$ cat src/sv/tcl_pkg.sv
// package: types, constants and state codes for the threshold cluster labeler
package tcl_pkg;

    localparam int MAX_POINTS_DEF = 64;
    localparam int COORD_BITS_DEF = 24;
    localparam int DIMENSIONS_DEF = 3;
    localparam int FIELD_BITS     = 24;
    localparam int THR_BITS       = 52;
    localparam int IDX_BITS       = 6;
    localparam int CNT_BITS       = 7;
    localparam int SQ_BITS        = 2 * FIELD_BITS;
    localparam int SUM_BITS       = SQ_BITS + 2;

    typedef struct packed {
        logic signed [FIELD_BITS-1:0] pos_x;
        logic signed [FIELD_BITS-1:0] pos_y;
        logic signed [FIELD_BITS-1:0] pos_z;
        logic                         last_point;
    } in_item_t;

    typedef struct packed {
        logic [CNT_BITS-1:0] cluster_number;
        logic [IDX_BITS-1:0] point_index;
        logic [CNT_BITS-1:0] cluster_size;
        logic                last_in_cluster;
        logic                last_overall;
    } out_item_t;

    typedef enum logic [3:0] {
        ST_LOAD,
        ST_SEED,
        ST_QRD,
        ST_POP,
        ST_RD,
        ST_D1,
        ST_D2,
        ST_D3,
        ST_TEST,
        ST_EMIT_SCAN,
        ST_EMIT_WAIT,
        ST_DONE
    } state_t;

    // commands from the controller to the datapath
    typedef struct packed {
        logic load;
        logic seed_clear;
        logic seed_take;
        logic pop;
        logic issue_read;
        logic link_test;
        logic scan_step;
        logic emit;
        logic finish;
    } cmd_t;

    // status from the datapath to the controller
    typedef struct packed {
        logic seed_end;
        logic seed_hit;
        logic queue_empty;
        logic q_end;
        logic scan_end;
        logic scan_hit;
        logic out_busy;
    } sts_t;

endpackage

$ cat src/sv/tcl_ctrl.sv
// controller state machine sequencing load, search, emit and clear
module tcl_ctrl
    import tcl_pkg::*;
(
    input  logic   aclk,
    input  logic   aresetn,
    input  logic   in_fire,
    input  logic   in_last,
    input  sts_t   sts,
    output logic   in_ready,
    output cmd_t   cmd
);

    state_t state_reg, state_next;

    always_ff @(posedge aclk) begin
        if (!aresetn) begin
            state_reg <= ST_LOAD;
        end else begin
            state_reg <= state_next;
        end
    end

    always_comb begin
        state_next = state_reg;
        case (state_reg)
            ST_LOAD: begin
                if (in_fire && in_last) state_next = ST_SEED;
            end
            ST_SEED: begin
                if (sts.seed_end) state_next = ST_DONE;
                else if (sts.seed_hit) state_next = ST_QRD;
            end
            ST_QRD:  state_next = ST_POP;
            ST_POP: begin
                if (sts.queue_empty) state_next = ST_EMIT_SCAN;
                else state_next = ST_RD;
            end
            ST_RD:   state_next = ST_D1;
            ST_D1:   state_next = ST_D2;
            ST_D2:   state_next = ST_D3;
            ST_D3:   state_next = ST_TEST;
            ST_TEST: begin
                if (sts.q_end) state_next = ST_QRD;
                else state_next = ST_RD;
            end
            ST_EMIT_SCAN: begin
                if (sts.scan_end) state_next = ST_SEED;
                else if (sts.scan_hit) state_next = ST_EMIT_WAIT;
            end
            ST_EMIT_WAIT: begin
                if (!sts.out_busy) state_next = ST_EMIT_SCAN;
            end
            ST_DONE: begin
                if (!sts.out_busy) state_next = ST_LOAD;
            end
            default: state_next = ST_LOAD;
        endcase
    end

    always_comb begin
        cmd      = '0;
        in_ready = 1'b0;
        case (state_reg)
            ST_LOAD: begin
                in_ready = 1'b1;
                cmd.load = in_fire;
            end
            ST_SEED: begin
                cmd.seed_take = sts.seed_hit && !sts.seed_end;
                cmd.seed_clear = 1'b1;
            end
            ST_POP:  cmd.pop = !sts.queue_empty;
            ST_RD:   cmd.issue_read = 1'b1;
            ST_TEST: cmd.link_test = 1'b1;
            ST_EMIT_SCAN: begin
                cmd.scan_step = !sts.scan_hit || sts.scan_end;
            end
            ST_EMIT_WAIT: begin
                cmd.emit = !sts.out_busy;
            end
            ST_DONE: cmd.finish = !sts.out_busy;
            default: cmd = '0;
        endcase
    end

endmodule

$ cat config.mk
export PLATFORM = sky130hd
export DESIGN_NAME = tcl_ctrl
export DESIGN_NICKNAME = d
export VERILOG_FILES = /design/src/sv/tcl_pkg.sv /design/src/sv/tcl_ctrl.sv
export SDC_FILE = /design/constraint.sdc
export NUM_CORES = 1
export LEC_CHECK = 0
export BUFFER_PORTS_ARGS = -buffer_cell sky130_fd_sc_hd__buf_4
export CAP_MARGIN = 20
export CORE_AREA = 2 2 39 41
export CTS_CLUSTER_SIZE = 40
export DETAILED_ROUTE_END_ITERATION = 12
export DIE_AREA = 0 0 41 43
export GPL_TIMING_DRIVEN = 0
export PLACE_DENSITY = 0.66
export SLEW_MARGIN = 15
export SYNTH_ARGS = -nofsm -noshare
export SYNTH_HDL_FRONTEND = slang
export SYNTH_SLANG_ARGS = --single-unit
export TNS_END_PERCENT = 20
$ cat constraint.sdc
create_clock -name aclk -period 1.9 [get_ports aclk]
set_clock_uncertainty 0.05 [all_clocks]
set_input_delay 0.38 -clock aclk [delete_from_list [all_inputs] [get_ports aclk]]
set_output_delay 0.38 -clock aclk [all_outputs]
set_load 0.005 [all_outputs]
==> flow_metrics.env <==
export IMPL_worstRegToRegCells=4
export IMPL_worstPathMaxFanout=5
export IMPL_arrival_ns=1.42
export IMPL_ctsHoldBuffers=0
export IMPL_syn_cell_area_um2=429
export IMPL_start_util=0.310
export IMPL_dp_cells=93
export IMPL_worstSetupStartpointType="flop"
export IMPL_dieHeight_um=43
export IMPL_cts_tree="built"
export IMPL_min_from="aresetn"
export IMPL_cts_max_path_buffers=2
export IMPL_yosysTopAreaCellShare=0.187
export IMPL_first_pass_iters=4
export IMPL_p_seq_frac=0.213
export IMPL_antenna_cells=0
export IMPL_avgSynthCellArea_um2=7.53
export IMPL_fill_cells=135
export IMPL_outcome="finished, final reports clean"
export IMPL_min_period_ns=1.85
export IMPL_yosysSeqAreaShare=0.187
export IMPL_nNetsFinal=93
export IMPL_p_per_area_nw_per_um2=1080
export IMPL_fin_util=0.476
export IMPL_crit_path_max_incr_delay_ns=0.55
export IMPL_gp_congestion=0.842
export IMPL_numCtsBuffers=3
export IMPL_ant_nets=0
export IMPL_clkPwrFrac=0.141
export IMPL_startpoint="state_reg[3]$_SDFFE_PN0P_"
export IMPL_grt_max_degree=11
export IMPL_syn_to_final_growth_pct=53.4
export IMPL_critPathBufInv=1
export IMPL_instances_no_fill=96
export IMPL_design_core_area_um2=1380
export IMPL_leakage_nw=0.291
export IMPL_syn_nets=68
export IMPL_num_vias=495
export IMPL_die_w_um=41
export IMPL_wire_per_inst_um=11.5
export IMPL_first_global_vias=448
export IMPL_synth_area_leaders="dfxtp_1 (19%), a21oi_1 (7.0%), nand2b_1 (5.8%), nor4_1 (5.8%), buf_2 (4.7%)"
export IMPL_cp_endpoint="cmd[6]"
export IMPL_path_cells="or4b_4 > nor3b_2 > buf_4"
export IMPL_gr_total_overflow=0
export IMPL_rsz0062_at_grt="yes"
export IMPL_cts_sinks=4
export IMPL_tns_ns=0
export IMPL_viasPerCell=5.16
export IMPL_hp_class="in2reg"
export IMPL_drc=0
export IMPL_synth_top_area_cell="dfxtp_1"
export IMPL_maxCapViolations=0
export IMPL_grt_antenna_before_repair=0
export IMPL_p_sw_mw=0.279
export IMPL_port_buffers=20
export IMPL_worst_path_stages=3
export IMPL_r2r_slack_ns=0.19
export IMPL_rows=14
export IMPL_top_level_ports=21
export IMPL_path_class="reg2out"
export IMPL_synth_seq_cells=4
export IMPL_yosysMostFrequentCell="a21oi_1"
export IMPL_r2r_start="state_reg[3]$_SDFFE_PN0P_"
export IMPL_r2r_end="state_reg[1]$_SDFFE_PN0P_"
export IMPL_fin_crit_sh=0.974
export IMPL_crit_required_ns=1.47
export IMPL_synthFlopType="dfxtp_1"
export IMPL_path_clk_slew_ns=0.04
export IMPL_drt_initial_drc_count=7
export IMPL_relSlewSlack=0.761
export IMPL_fin_total_pwr_mw=0.709
export IMPL_insertion_delay_ns=0.23
export IMPL_worst_pin_slew_ns=0.355
export IMPL_grt_pass1_wl_um=1900
export IMPL_cts_root_buffer="clkbuf_4"
export IMPL_max_freq_ghz=0.540
export IMPL_grt_total_usage=0.158
export IMPL_dpl_cell_area_um2=599
export IMPL_power_frac_comb=0.646
export IMPL_post_dp_hpwl_um=838
export IMPL_htree_levels=1
export IMPL_crit_path_top_delay_cell="or4b_4"
export IMPL_yosys_warnings=0
export IMPL_die_area_um2=1760
export IMPL_setup_violations=0
export IMPL_largest_reg_flops=4
export IMPL_synthArstFlopShare=0
export IMPL_critPathTopFamily="simple AND/OR/NAND/NOR gates"
export IMPL_slew_viol_final=0
export IMPL_synth_edf_count=0
export IMPL_ir_worst_vdd_mv=0.527
export IMPL_hold_viol=0
export IMPL_drive_gt1_frac=0.475
export IMPL_synth_cell_types=28
export IMPL_syn_instance_count=57
export IMPL_end_kind="primary output"
export IMPL_totalWireLength_um=1100
export IMPL_switching_share=0.393
export IMPL_stdcell_area_um2=658
export IMPL_internal_power_mw=0.430
power groups by stage:
stage	clock network [mW]	logic, mW	registers [mW]
global placement	0	0.431	0.137
CTS	0.108	0.454	0.148
global route	0.114	0.511	0.158
floorplan	0	0.297	0.128
detailed placement	0	0.432	0.137
finish	0.100	0.458	0.151
stage by stage:
step / hold slack, ns / setup WS (ns)
final: 0.331 / 0.0494
after global routing: 0.336 / -0.0233
after CTS: 0.323 / 0.00186
after detailed placement: 0.566 / 0.139
after global placement: 0.568 / 0.138
after floorplan: 0.447 / 0.264
how the worst min path moves through the flow:
| stage | to | slack, ns | cells after the start |
|---|---|---|---|
| 2_1_floorplan | state_reg[1]$_SDFFE_PN0P_ | 0.45 | 1 |
| 3_3_place_gp | state_reg[2]$_SDFFE_PN0P_ | 0.57 | 2 |
| 3_5_place_dp | state_reg[2]$_SDFFE_PN0P_ | 0.57 | 2 |
| 4_1_cts | state_reg[2]$_SDFFE_PN0P_ | 0.32 | 2 |
| 5_1_grt | state_reg[1]$_SDFFE_PN0P_ | 0.34 | 2 |
| 6_report | state_reg[1]$_SDFFE_PN0P_ | 0.33 | 2 |
worst reg2reg max path, cell delays in order (launching register included):
cell	delay, ns
dfxtp_2	0.33
or4b_4	0.55
or3_4	0.37
o211a_1	0.14
o21a_1	0.16
cells in the final DEF, fill, tap and decap left out:
cell type / count
and4b_2: 1
o211a_1: 1
dfxtp_2: 3
nor4bb_4: 1
nand2_1: 3
nand2b_1: 4
nor2_1: 3
or3_4: 1
a21boi_2: 1
clkbuf_4: 4
a211oi_1: 1
nor4_2: 1
a311oi_1: 1
o211ai_1: 1
inv_1: 4
dfxtp_1: 1
nor3_1: 3
o21ai_0: 1
o32ai_1: 1
nor4_1: 3
buf_4: 20
or3b_1: 2
nor3b_2: 1
a21oi_1: 6
or4b_4: 1
mux2i_1: 2
buf_2: 3
o22ai_1: 1
a221oi_2: 1
o21a_1: 2
nand3b_1: 1
and2_1: 1
cell type report:
type / instances / area (um2) / share of cell area
Inverter: 4 / 15.0 / 0.0228
Timing Repair Buffer: 20 / 150 / 0.228
Buffer: 4 / 22.5 / 0.0342
Sequential cell: 4 / 83.8 / 0.127
Multi-Input combinational cell: 45 / 344 / 0.523
Clock buffer: 3 / 22.5 / 0.0342
Tap cell: 16 / 20.0 / 0.0304
kinds of logic (layout without fill, tap and decap cells):
logic type,after synthesis,after routing,share of synthesized area
mux,2,2,0.0466
flops,4,4,0.187
compound gates,17,17,0.283
buf+inv,8,31,0.0816
simple gates,26,26,0.402
routing by layer:
layer | vias to the layer above | routed length [um] | track usage
met4 | 0 | 0 | 0.0800
met1 | 215 | 531 | 0.242
li1 | 266 | - | -
met2 | 14 | 506 | 0.200
met5 | - | 0 | 0
met3 | 0 | 62 | 0.0314
timing repair:
| action | in CTS | in global routing |
|---|---|---|
| resized for setup | 5 | 5 |
| setup buffers | 0 | 0 |
| hold endpoints to repair | 0 | 0 |
| endpoints found under the setup margin | 3 | 5 |
| pin swaps | 1 | 1 |
Note: power is estimated with default switching activity, not from simulation.
